## src/hdl/nps_pkg.sv

```systemverilog
// ----------------------------------------------------------------------------
// nps_pkg
// Shared types and constants of the nearest point search unit.
// ----------------------------------------------------------------------------
package nps_pkg;

  localparam int MAX_POINTS = 1024;
  localparam int POS_W      = $clog2(MAX_POINTS);
  localparam int CNT_W      = $clog2(MAX_POINTS + 1);

  localparam int COORD_W    = 16;
  localparam int SQ_W       = 2 * COORD_W;
  localparam int DIST_W     = 2 * COORD_W + 1;
  localparam int IDX_W      = 10;
  localparam int FRAC_W     = 8;
  localparam int ROOT_W     = 25;
  localparam int RAD_W      = 2 * ROOT_W;
  localparam int REM_W      = ROOT_W + 1;
  localparam int STEP_W     = $clog2(ROOT_W);

  localparam int Q_DEPTH    = 4;
  localparam int QPTR_W     = $clog2(Q_DEPTH);
  localparam int QCNT_W     = $clog2(Q_DEPTH + 1);

  localparam int CFG_IDX_W  = 2;

  typedef enum logic [CFG_IDX_W-1:0] {
    REG_QUERY_X = 2'd0,
    REG_QUERY_Y = 2'd1
  } reg_idx_t;

  typedef struct packed {
    logic signed [COORD_W-1:0] point_x;
    logic signed [COORD_W-1:0] point_y;
    logic                      last_point;
  } in_word_t;

  typedef struct packed {
    logic [IDX_W-1:0]  nearest_index;
    logic [ROOT_W-1:0] nearest_distance;
    logic              count_overflow;
  } out_word_t;

  // one finished set, waiting for its square root
  typedef struct packed {
    logic [POS_W-1:0]  pos;
    logic [DIST_W-1:0] sq_dist;
    logic              ovf;
  } nps_job_t;

  typedef struct packed {
    logic          empty;
    logic [QCNT_W-1:0] count;
  } nps_qstat_t;

endpackage

```

## src/hdl/nps_fifo.sv

```systemverilog
// ----------------------------------------------------------------------------
// nps_fifo
// Short queue of finished sets between the search front and the root back.
// ----------------------------------------------------------------------------
module nps_fifo (
  input  logic              clk,
  input  logic              rst_n,
  input  logic              push,
  input  nps_pkg::nps_job_t push_job,
  input  logic              pop,
  output nps_pkg::nps_job_t pop_job,
  output nps_pkg::nps_qstat_t stat
);
  import nps_pkg::*;

  nps_job_t          mem [Q_DEPTH];
  logic [QPTR_W-1:0] wr_ptr_r, wr_ptr_nxt;
  logic [QPTR_W-1:0] rd_ptr_r, rd_ptr_nxt;
  logic [QCNT_W-1:0] count_r, count_nxt;

  always_comb begin
    wr_ptr_nxt = wr_ptr_r;
    rd_ptr_nxt = rd_ptr_r;
    count_nxt  = count_r;
    if (push) begin
      wr_ptr_nxt = wr_ptr_r + QPTR_W'(1);
    end
    if (pop) begin
      rd_ptr_nxt = rd_ptr_r + QPTR_W'(1);
    end
    if (push && !pop) begin
      count_nxt = count_r + QCNT_W'(1);
    end else if (pop && !push) begin
      count_nxt = count_r - QCNT_W'(1);
    end
  end

  always_ff @(posedge clk) begin
    if (!rst_n) begin
      wr_ptr_r <= '0;
      rd_ptr_r <= '0;
      count_r  <= '0;
    end else begin
      wr_ptr_r <= wr_ptr_nxt;
      rd_ptr_r <= rd_ptr_nxt;
      count_r  <= count_nxt;
    end
  end

  always_ff @(posedge clk) begin
    if (push) begin
      mem[wr_ptr_r] <= push_job;
    end
  end

  assign pop_job     = mem[rd_ptr_r];
  assign stat.count  = count_r;
  assign stat.empty  = (count_r == '0);

  a_no_overrun: assert property (@(posedge clk) disable iff (!rst_n)
    push |-> (count_r != QCNT_W'(Q_DEPTH)))
    else $error("set queue written while full");

  a_no_underrun: assert property (@(posedge clk) disable iff (!rst_n)
    pop |-> (count_r != '0))
    else $error("set queue read while empty");

endmodule

```

## src/hdl/nps_front.sv

```systemverilog
// ----------------------------------------------------------------------------
// nps_front
// Query registers, point intake and the running nearest point search.
// ----------------------------------------------------------------------------
module nps_front (
  input  logic                           clk,
  input  logic                           rst_n,
  input  logic                           cfg_valid,
  output logic                           cfg_ready,
  input  logic [nps_pkg::CFG_IDX_W-1:0]  cfg_index,
  input  logic [nps_pkg::COORD_W-1:0]    cfg_data,
  input  logic                           push,
  output logic                           full,
  input  nps_pkg::in_word_t              in_data,
  input  nps_pkg::nps_qstat_t            q_stat,
  output logic                           q_push,
  output nps_pkg::nps_job_t              q_job
);
  import nps_pkg::*;

  logic [COORD_W-1:0] qx_r, qy_r;
  logic [CNT_W-1:0]   cnt_r;
  logic               ovf_r;

  // stage a: absolute differences
  logic               a_vld_r, a_last_r, a_first_r, a_ovf_r;
  logic [POS_W-1:0]   a_pos_r;
  logic [COORD_W-1:0] a_mx_r, a_my_r;

  // stage b: squares
  logic               b_vld_r, b_last_r, b_first_r, b_ovf_r;
  logic [POS_W-1:0]   b_pos_r;
  logic [SQ_W-1:0]    b_sqx_r, b_sqy_r;

  logic [DIST_W-1:0]  best_d_r, best_d_nxt;
  logic [POS_W-1:0]   best_p_r, best_p_nxt;

  logic               accept;
  logic               at_cap;
  logic               ovf_now;
  logic [POS_W-1:0]   pos_now;
  logic [COORD_W:0]   dx, dy;
  logic [COORD_W:0]   ax, ay;
  logic [DIST_W-1:0]  cur_dist;
  logic               take;
  logic [QCNT_W:0]    pending;

  assign cfg_ready = 1'b1;

  always_ff @(posedge clk) begin
    if (!rst_n) begin
      qx_r <= '0;
      qy_r <= '0;
    end else if (cfg_valid) begin
      unique case (cfg_index)
        REG_QUERY_X: qx_r <= cfg_data;
        REG_QUERY_Y: qy_r <= cfg_data;
        default: ;
      endcase
    end
  end

  // room for every set end still in flight, plus the incoming word
  assign pending = {1'b0, q_stat.count} + (QCNT_W+1)'(a_vld_r & a_last_r)
                 + (QCNT_W+1)'(b_vld_r & b_last_r);
  assign full    = (pending >= (QCNT_W+1)'(Q_DEPTH));
  assign accept  = push && !full;

  assign at_cap  = (cnt_r == CNT_W'(MAX_POINTS));
  assign ovf_now = ovf_r | at_cap;
  assign pos_now = at_cap ? POS_W'(MAX_POINTS - 1) : cnt_r[POS_W-1:0];

  assign dx = {in_data.point_x[COORD_W-1], in_data.point_x} - {qx_r[COORD_W-1], qx_r};
  assign dy = {in_data.point_y[COORD_W-1], in_data.point_y} - {qy_r[COORD_W-1], qy_r};
  assign ax = dx[COORD_W] ? (~dx + (COORD_W+1)'(1)) : dx;
  assign ay = dy[COORD_W] ? (~dy + (COORD_W+1)'(1)) : dy;

  always_ff @(posedge clk) begin
    if (!rst_n) begin
      cnt_r   <= '0;
      ovf_r   <= 1'b0;
      a_vld_r <= 1'b0;
      b_vld_r <= 1'b0;
    end else begin
      a_vld_r <= accept;
      b_vld_r <= a_vld_r;
      if (accept) begin
        if (in_data.last_point) begin
          cnt_r <= '0;
          ovf_r <= 1'b0;
        end else begin
          cnt_r <= at_cap ? cnt_r : cnt_r + CNT_W'(1);
          ovf_r <= ovf_now;
        end
      end
    end
  end

  always_ff @(posedge clk) begin
    if (accept) begin
      a_last_r  <= in_data.last_point;
      a_first_r <= (cnt_r == '0);
      a_ovf_r   <= ovf_now;
      a_pos_r   <= pos_now;
      a_mx_r    <= ax[COORD_W-1:0];
      a_my_r    <= ay[COORD_W-1:0];
    end
    if (a_vld_r) begin
      b_last_r  <= a_last_r;
      b_first_r <= a_first_r;
      b_ovf_r   <= a_ovf_r;
      b_pos_r   <= a_pos_r;
      b_sqx_r   <= a_mx_r * a_mx_r;
      b_sqy_r   <= a_my_r * a_my_r;
    end
  end

  // first point of a set always wins, later ones only when strictly closer
  assign cur_dist = {1'b0, b_sqx_r} + {1'b0, b_sqy_r};
  assign take     = b_first_r || (cur_dist < best_d_r);

  always_comb begin
    best_d_nxt = best_d_r;
    best_p_nxt = best_p_r;
    if (take) begin
      best_d_nxt = cur_dist;
      best_p_nxt = b_pos_r;
    end
  end

  always_ff @(posedge clk) begin
    if (!rst_n) begin
      best_d_r <= '0;
      best_p_r <= '0;
    end else if (b_vld_r) begin
      best_d_r <= best_d_nxt;
      best_p_r <= best_p_nxt;
    end
  end

  assign q_push        = b_vld_r && b_last_r;
  assign q_job.pos     = best_p_nxt;
  assign q_job.sq_dist = best_d_nxt;
  assign q_job.ovf     = b_ovf_r;

  a_reserve: assert property (@(posedge clk) disable iff (!rst_n)
    pending <= (QCNT_W+1)'(Q_DEPTH))
    else $error("more set ends in flight than queue room");

endmodule

```

## src/hdl/nps_back.sv

```systemverilog
// ----------------------------------------------------------------------------
// nps_back
// Digit-by-digit square root of the best distance and the result register.
// ----------------------------------------------------------------------------
module nps_back (
  input  logic                 clk,
  input  logic                 rst_n,
  input  nps_pkg::nps_qstat_t  q_stat,
  input  nps_pkg::nps_job_t    q_job,
  output logic                 q_pop,
  output logic                 empty,
  input  logic                 pop,
  output nps_pkg::out_word_t   out_data
);
  import nps_pkg::*;

  typedef enum logic [2:0] {
    ST_IDLE = 3'b001,
    ST_RUN  = 3'b010,
    ST_DONE = 3'b100
  } bk_state_t;

  bk_state_t         state_r, state_nxt;
  logic [RAD_W-1:0]  rad_r;
  logic [ROOT_W-1:0] root_r;
  logic [REM_W-1:0]  rem_r;
  logic [STEP_W-1:0] step_r;
  logic [POS_W-1:0]  pos_r;
  logic              ovf_r;
  logic              out_vld_r;
  out_word_t         out_r;

  logic [REM_W+1:0]  rem_sh;
  logic [REM_W+1:0]  trial;
  logic              fits;
  logic              out_load;

  assign rem_sh = {rem_r, rad_r[RAD_W-1 -: 2]};
  assign trial  = {1'b0, root_r, 2'b01};
  assign fits   = (rem_sh >= trial);

  assign q_pop    = (state_r == ST_IDLE) && !q_stat.empty;
  assign out_load = (state_r == ST_DONE) && (!out_vld_r || pop);

  always_comb begin
    state_nxt = state_r;
    unique case (state_r)
      ST_IDLE: if (q_pop) state_nxt = ST_RUN;
      ST_RUN:  if (step_r == STEP_W'(ROOT_W - 1)) state_nxt = ST_DONE;
      ST_DONE: if (out_load) state_nxt = ST_IDLE;
      default: state_nxt = ST_IDLE;
    endcase
  end

  always_ff @(posedge clk) begin
    if (!rst_n) begin
      state_r   <= ST_IDLE;
      out_vld_r <= 1'b0;
    end else begin
      state_r <= state_nxt;
      if (out_load) begin
        out_vld_r <= 1'b1;
      end else if (pop) begin
        out_vld_r <= 1'b0;
      end
    end
  end

  // radicand is the squared distance scaled by two fraction bytes
  always_ff @(posedge clk) begin
    if (q_pop) begin
      rad_r  <= {{(RAD_W-DIST_W-2*FRAC_W){1'b0}}, q_job.sq_dist, {(2*FRAC_W){1'b0}}};
      root_r <= '0;
      rem_r  <= '0;
      step_r <= '0;
      pos_r  <= q_job.pos;
      ovf_r  <= q_job.ovf;
    end else if (state_r == ST_RUN) begin
      rad_r  <= {rad_r[RAD_W-3:0], 2'b00};
      step_r <= step_r + STEP_W'(1);
      if (fits) begin
        rem_r  <= REM_W'(rem_sh - trial);
        root_r <= {root_r[ROOT_W-2:0], 1'b1};
      end else begin
        rem_r  <= rem_sh[REM_W-1:0];
        root_r <= {root_r[ROOT_W-2:0], 1'b0};
      end
    end
    if (out_load) begin
      out_r.nearest_index    <= IDX_W'(pos_r);
      out_r.nearest_distance <= root_r;
      out_r.count_overflow   <= ovf_r;
    end
  end

  assign empty    = !out_vld_r;
  assign out_data = out_r;

  a_no_clobber: assert property (@(posedge clk) disable iff (!rst_n)
    (state_r == ST_DONE && out_vld_r && !pop) |=> (state_r == ST_DONE))
    else $error("root result left while output word still waiting");

  a_run_len: assert property (@(posedge clk) disable iff (!rst_n)
    (state_r == ST_RUN) |-> (step_r <= STEP_W'(ROOT_W - 1)))
    else $error("root sequencer ran past its last digit");

endmodule

```

## src/hdl/nearest_point_search_unit.sv

```systemverilog
// ----------------------------------------------------------------------------
// nearest_point_search_unit
// Streams a set of points, finds the one nearest the query point and
// returns its position and Euclidean distance.
// ----------------------------------------------------------------------------
// Points are taken one per clock while full is low. Each point runs the front
// pipeline (difference, square, add and compare) that tracks the nearest
// point of the set. When the last point of a set has passed it, the set
// goes into a four-deep queue; the back end then takes one set at a time
// and forms the square root digit by digit, one result bit per cycle.
// Sets of many points stream at full rate; with very short sets the back
// end's root loop sets the pace, and push sees full once four set ends
// wait for it.
module nearest_point_search_unit (
  input  logic                          clk,
  input  logic                          rst_n,
  input  logic                          cfg_valid,
  output logic                          cfg_ready,
  input  logic [nps_pkg::CFG_IDX_W-1:0] cfg_index,
  input  logic [nps_pkg::COORD_W-1:0]   cfg_data,
  input  logic                          push,
  output logic                          full,
  input  nps_pkg::in_word_t             in_data,
  output logic                          empty,
  input  logic                          pop,
  output nps_pkg::out_word_t            out_data
);
  import nps_pkg::*;

  logic       q_push;
  logic       q_pop;
  nps_job_t   q_in_job;
  nps_job_t   q_out_job;
  nps_qstat_t q_stat;

  nps_front u_front (
    .clk       (clk),
    .rst_n     (rst_n),
    .cfg_valid (cfg_valid),
    .cfg_ready (cfg_ready),
    .cfg_index (cfg_index),
    .cfg_data  (cfg_data),
    .push      (push),
    .full      (full),
    .in_data   (in_data),
    .q_stat    (q_stat),
    .q_push    (q_push),
    .q_job     (q_in_job)
  );

  nps_fifo u_fifo (
    .clk      (clk),
    .rst_n    (rst_n),
    .push     (q_push),
    .push_job (q_in_job),
    .pop      (q_pop),
    .pop_job  (q_out_job),
    .stat     (q_stat)
  );

  nps_back u_back (
    .clk      (clk),
    .rst_n    (rst_n),
    .q_stat   (q_stat),
    .q_job    (q_out_job),
    .q_pop    (q_pop),
    .empty    (empty),
    .pop      (pop),
    .out_data (out_data)
  );

endmodule

```

## config.mk

```make
export PLATFORM = sky130hd
export DESIGN_NAME = nearest_point_search_unit
export DESIGN_NICKNAME = d
export VERILOG_FILES = /design/src/hdl/nps_pkg.sv /design/src/hdl/nps_fifo.sv /design/src/hdl/nps_front.sv /design/src/hdl/nps_back.sv /design/src/hdl/nearest_point_search_unit.sv
export SDC_FILE = /design/constraint.sdc
export NUM_CORES = 2
export LEC_CHECK = 0
export BUFFER_PORTS_ARGS = -buffer_cell sky130_fd_sc_hd__buf_2
export CAP_MARGIN = 20
export CORE_ASPECT_RATIO = 1.25
export CORE_UTILIZATION = 60
export CTS_CLUSTER_SIZE = 20
export DETAILED_ROUTE_END_ITERATION = 8
export PLACE_DENSITY = 0.77
export REMOVE_ABC_BUFFERS = 1
export SLEW_MARGIN = 5
export SYNTH_ARGS = -nofsm -noshare
export SYNTH_HDL_FRONTEND = slang
export SYNTH_SLANG_ARGS = --single-unit
```

## constraint.sdc

```tcl
create_clock -name clk -period 16.15 [get_ports clk]
set_clock_uncertainty 0.05 [all_clocks]
set_input_delay 2.4225 -clock clk [delete_from_list [all_inputs] [get_ports clk]]
set_output_delay 2.4225 -clock clk [all_outputs]
set_load 0.02 [all_outputs]
```

* Yosys cells after proc, flatten, opt, wreduce, memory -nomap -nowiden
Memory sizes are Yosys's and may differ from the RTL's. A register that Yosys moved wholly into a read port is not among the register bits.
Index checks and enable logic that the tools add are counted.
** Storage, ports and cells
- RAM bits :: 176
- Output and inout port bits :: 39
- Bits in registers :: 359
- Word-level logic and storage cells :: 116
- Memories kept :: 1
- Input bits :: 56
** Operators by class
- Eq/ne operators :: 10
- Bitwise gates (word level) :: 5
- Multiply operators :: 2
- Reductions and logical operators :: 23
- Mux-type cells :: 23
- Add/sub/neg operators :: 14
- $lt $le $gt $ge :: 3
** Memories
- u_fifo.mem :: depth 4, width 44, read ports 1, clocked after Yosys merged registers in 1, write ports 1, line nps_fifo.sv:16 : nps_job_t mem [Q_DEPTH];
** Operators with widths (count)
- 49-bit two-way mux :: 2
- 16-bit by 16-bit multiplier with 32-bit output :: 2
- 16-bit by 16-bit subtractor with 17-bit output :: 2
- 32-bit by 32-bit adder with 33-bit output :: 1
- 33-bit less-than comparator :: 1
- 33-bit two-way mux :: 1
- 16-bit by 1-bit adder with 16-bit output (second input constant) :: 2
- 16-bit two-way mux :: 2
- 16-bit NOT :: 2
- 28-bit by 27-bit >= comparator with 1-bit output :: 1
- 26-bit two-way mux :: 1
- 26-bit subtractor :: 1
- 11-bit two-way mux :: 2
- 3-bit two-way mux :: 5
- 11-bit by 1-bit adder with 11-bit output (second input constant) :: 1
- 11-bit equality test (second input constant) :: 1
- 11-bit zero test :: 1
- 10-bit two-way mux :: 1
- 3-bit case mux with 3 select lines :: 1
- 1-bit logical AND :: 6
- 1-bit two-way mux :: 6
- 2-bit AND reduction :: 3
- 2-bit nonzero test :: 3
- 5-bit by 1-bit adder with 5-bit output (second input constant) :: 1
- other kinds (21) :: 31

* Depth between registers and ports, before layout
- Depth in word-level cells :: 7
- Depth in mapped cells :: 25

* Cells and area by module
A second synthesis with hierarchy kept.
** Unflattened totals
- Cells, all modules :: 3775
- Area total of the unflattened synthesis :: 39401.5 µm²
** By module, submodules not included
- nps_front :: times used 1, area each 26198.9 µm², cells each 2875
- nps_fifo :: times used 1, area each 6845.3 µm², cells each 272
- nps_back :: times used 1, area each 6357.3 µm², cells each 628

* Worst setup path after synthesis
Ideal clock, no wire load.
- Kind :: reg-to-reg
- From :: register u_front.a_my_r[1]
- To :: register u_front.b_sqy_r[29], data pin
- Slack :: 9565 ps
- Arrival :: 6273 ps
- Stages on the path, launching flop included :: 26
- Data required time :: 15838 ps
- Period minus slack after synthesis :: 6585 ps
- Path through :: edfxtp_1 -> clkbuf_1 -> clkbuf_1 -> and2_1 -> fa_1 -> inv_1 -> fa_1 -> inv_1 -> fa_1 -> inv_1 -> fa_1 -> inv_1 -> fa_1 -> inv_1 -> fa_1 -> inv_1 -> ha_1 -> a21oi_1 -> nand2_1 -> nor4b_1 -> o31ai_1 -> o311ai_0 -> a31oi_1 -> nor3_1 -> a21oi_1 -> xor2_1
** On the way
- Cells in the longest elaborated chain, start to end :: 1
** Ends and longest elaborated chain
- start, declared :: line nps_front.sv:28 : logic [COORD_W-1:0] a_mx_r, a_my_r;
- start signal, assigned :: line nps_front.sv:106 : a_my_r <= ay[COORD_W-1:0];
- 16-bit by 16-bit multiplier with 32-bit output :: line nps_front.sv:114 : b_sqy_r <= a_my_r * a_my_r;
- end signal, assigned :: line nps_front.sv:114
- end, declared :: line nps_front.sv:33 : logic [SQ_W-1:0] b_sqx_r, b_sqy_r;
No other way between the ends.
A chain may end at the register's enable or synchronous reset.

* Worst setup path after layout
Same ends and word-level chain as after synthesis.

==> run_results.csv <==
group,metric,value,unit
outcome,status,"finished, final reports clean",
setup_path,cp_data_arrival_time,7.51,ns
timing,setup_viol,0,
timing,final-max-slew-violation-count,0,
global_route,antenna_found_initial,0,
synth,ys.flop_type,"edfxtp_1",
layout,utilization,0.659,
synth,synth_enable_flop_cells,376,
layout,regArea,14500,um2
layout,drive_above_1_share,0.0896,
setup_path,path_class,"flop to flop",
min_path,hold_path.class,"flop to flop",
cts,cts_setup_buffers,0,
global_route,grt_pass1_wl,135000,um
cts,cts_resized,0,
layout,nets,4537,
placement,port_buffers,93,
timing,timing.hold.ws,0.371,ns
global_route,grt_max_degree,88,
layout,area_growth,7.92,%
layout,n_fill_cell,4968,
detailed_routing,drc,0,
timing,worst_slew_pin_slew,1.04,ns
synth,synthDistinctLibCells,80,
cts,path_clk_slew,0.07,ns
die,die_w,232,um
timing,fmax,0.139,GHz
detailed_routing,wl,81500,um
die,initial_utilization,0.610,
detailed_routing,drt-initial-drc-count,1408,
synth,syn_inst,3766,
setup_path,cp_max_fo,19,
job,drv_cap,0,
cts,cts-root-buf,"clkbuf_16",
synth,ys_ff_latch,535,
global_route,grt_overflow,0,
die,die_h,289,um
detailed_routing,via_per_inst,5.61,
synth,synth_area,39600,um2
setup_path,startpoint_type,"flop",
setup_path,end_kind,"flop",
synth,ys_async_sr_fraction,0,
cts,tritoncts,"yes",
cts,cts.sinks,535,
timing,period_needed,7.21,ns
die,die_area,67000,um2
cts,clock_latency,0.63,ns
cts,cts_buffer_depth,3,
die,boundaryPins,95,
placement,gp_congestion,0.882,
synth,syn_area_per_cell,10.5,um2
cts,cts_hold_buffers,0,
detailed_routing,dr.pass1.iters,5,
timing,rsz0062_at_grt,"no",
global_route,track_usage,0.252,
die,rows,104,
cts,cts_buffers,54,
synth,yosysWarningCount,0,
timing,timing.final.hold_violations,0,
synth,ys_seq_area_frac,0.366,
detailed_routing,wl_per_cell,17.3,um
timing,post-route-period-util,0.446,
timing,relSlewSlack,0.308,
detailed_routing,ant_nets,0,
placement,detailed_place_hpwl,61100,um
die,core,64800,um2
detailed_routing,via_count,26400,
cts,h-tree-depth,2,
timing,tns,0,ns
setup_path,cp.required,16.46,ns
layout,multi_input_area,22400,um2
global_route,grt_pass1_vias,27400,
layout,antenna_cells,0,
==> kinds of logic (layout without fill, tap and decap cells) <==
family          count (synthesis)  in the layout  synth area share
fa+ha+maj                     666            666             0.273
buf+inv                       730            825            0.0694
xor+xnor                      177            177            0.0394
other cells                     1              1         0.0000948
compound gates                554            554            0.0894
flops                         535            535             0.366
simple gates                  973            973             0.114
mux                           130            130            0.0482
==> cell type report <==
class,instances,share of cell area
Tap cell,848,0.0249
Multi-Input combinational cell,2501,0.524
Timing Repair Buffer,115,0.0148
Sequential cell,535,0.339
Clock buffer,69,0.0351
Inverter,608,0.0535
Clock inverter,33,0.00865
==> Yosys cell counts, types with 7 or more instances <==
cell / instances / area, um2
a211oi_1: 23 / 173
o21ai_0: 139 / 696
edfxtp_1: 376 / 11300
nor2_1: 186 / 698
dfxtp_1: 159 / 3180
o211ai_1: 15 / 113
o311ai_0: 7 / 61.3
mux2i_1: 41 / 410
a21o_1: 82 / 616
nand4_1: 21 / 131
xor2_1: 69 / 604
nand2b_1: 35 / 219
nor3_1: 42 / 210
o21a_1: 21 / 158
inv_1: 606 / 2270
or3_1: 13 / 81.3
and2_1: 95 / 594
a21oi_1: 157 / 786
o31ai_1: 12 / 90.1
buf_1: 10 / 37.5
ha_1: 337 / 4220
mux4_2: 44 / 991
nand2_1: 407 / 1530
a31oi_1: 13 / 81.3
and3_1: 28 / 175
nand3_1: 78 / 390
clkbuf_1: 110 / 413
xnor2_1: 107 / 937
o21bai_1: 9 / 67.6
fa_1: 329 / 6590
nor2b_1: 23 / 144
or2_2: 14 / 87.6
mux2_2: 45 / 507
==> cell usage in the layout, fill, tap and decap left out, types with 8 or more instances in the layout <==
cell and instances:
and3_1 23, mux2_2 45, o211ai_1 15, nor2_1 186, mux2i_1 41, mux4_2 44, buf_4 22, o21ai_0 139
fa_1 329, a211oi_1 22, clkinv_2 8, nor2b_1 23, o31ai_1 12, o21a_1 21, nand2_1 407, xnor2_1 107
or2_2 14, inv_1 605, ha_1 337, o21bai_1 9, or3_1 12, nand3_1 78, dfxtp_1 156, nand4_1 21
a21o_1 81, and2_1 94, nor3_1 42, nand2b_1 35, buf_2 93, clkbuf_16 55, xor2_1 69, a31oi_1 13
a21oi_1 157, edfxtp_1 376
==> registers in the layout (all words and copies together) (netlist names), 5 cells and up, named ones only <==
register / flops
u_back.out_data: 36
u_back.rad_r: 34
u_front.qx_r: 16
u_front.qy_r: 16
u_back.pos_r: 10
u_front.best_p_r: 10
u_front.b_sqx_r: 31
u_front.cnt_r: 11
u_front.b_sqy_r: 31
u_back.rem_r: 26
u_front.a_pos_r: 10
u_front.best_d_r: 33
u_fifo.mem: 176
u_front.a_my_r: 16
u_front.a_mx_r: 16
u_back.root_r: 25
u_back.step_r: 5
u_front.b_pos_r: 10
==> critical path, stage by stage (launching register included) <==
cell and delay (ns):
edfxtp_1 0.66, and2_1 0.29, fa_1 0.55, inv_1 0.06, fa_1 0.47, inv_1 0.05, fa_1 0.49, inv_1 0.05
fa_1 0.47, inv_1 0.05, fa_1 0.53, inv_1 0.05, fa_1 0.53, inv_1 0.05, ha_1 0.35, a21oi_1 0.18
nand2_1 0.09, nor4b_1 0.39, o31ai_1 0.28, o311ai_0 0.50, a31oi_1 0.21, nor3_1 0.31, a21oi_1 0.12, xor2_1 0.15
==> metrics by stage <==
stage | instance area (um2) | std cells | setup WS [ns]
floorplan | 39100 | 3644 | 7.99
global placement | 40800 | 4607 | 9.18
detailed placement | 40800 | 4607 | 9.05
CTS | 42700 | 4709 | 9.00
global route | 42700 | 4709 | 8.56
finish | 42700 | 4709 | 8.94
==> routing by layer <==
metal	vias up	global-route usage	routed length (um)
li1	12700	-	-
met1	12900	0.286	31600
met2	617	0.472	42900
met3	207	0.0309	3120
met4	0	0.115	3820
met5	-	0	0
==> worst paths after layout <==
kind	start	end	slack [ns]	cells after the start
setup / recovery	u_front.a_my_r[1]$_DFFE_PP_	u_front.b_sqy_r[29]$_DFFE_PP_	8.94	23
hold / removal	u_front.a_pos_r[9]$_SDFFCE_PP1P_	u_front.b_pos_r[9]$_DFFE_PP_	0.37	0
setup reg to reg	u_front.a_my_r[1]$_DFFE_PP_	u_front.b_sqy_r[29]$_DFFE_PP_	8.94	23
hold reg to reg	u_front.a_pos_r[9]$_SDFFCE_PP1P_	u_front.b_pos_r[9]$_DFFE_PP_	0.37	0
Power is left out: the tool's default activity adds up to more than one toggle a clock period on the data nets, which glitch-free logic cannot reach.
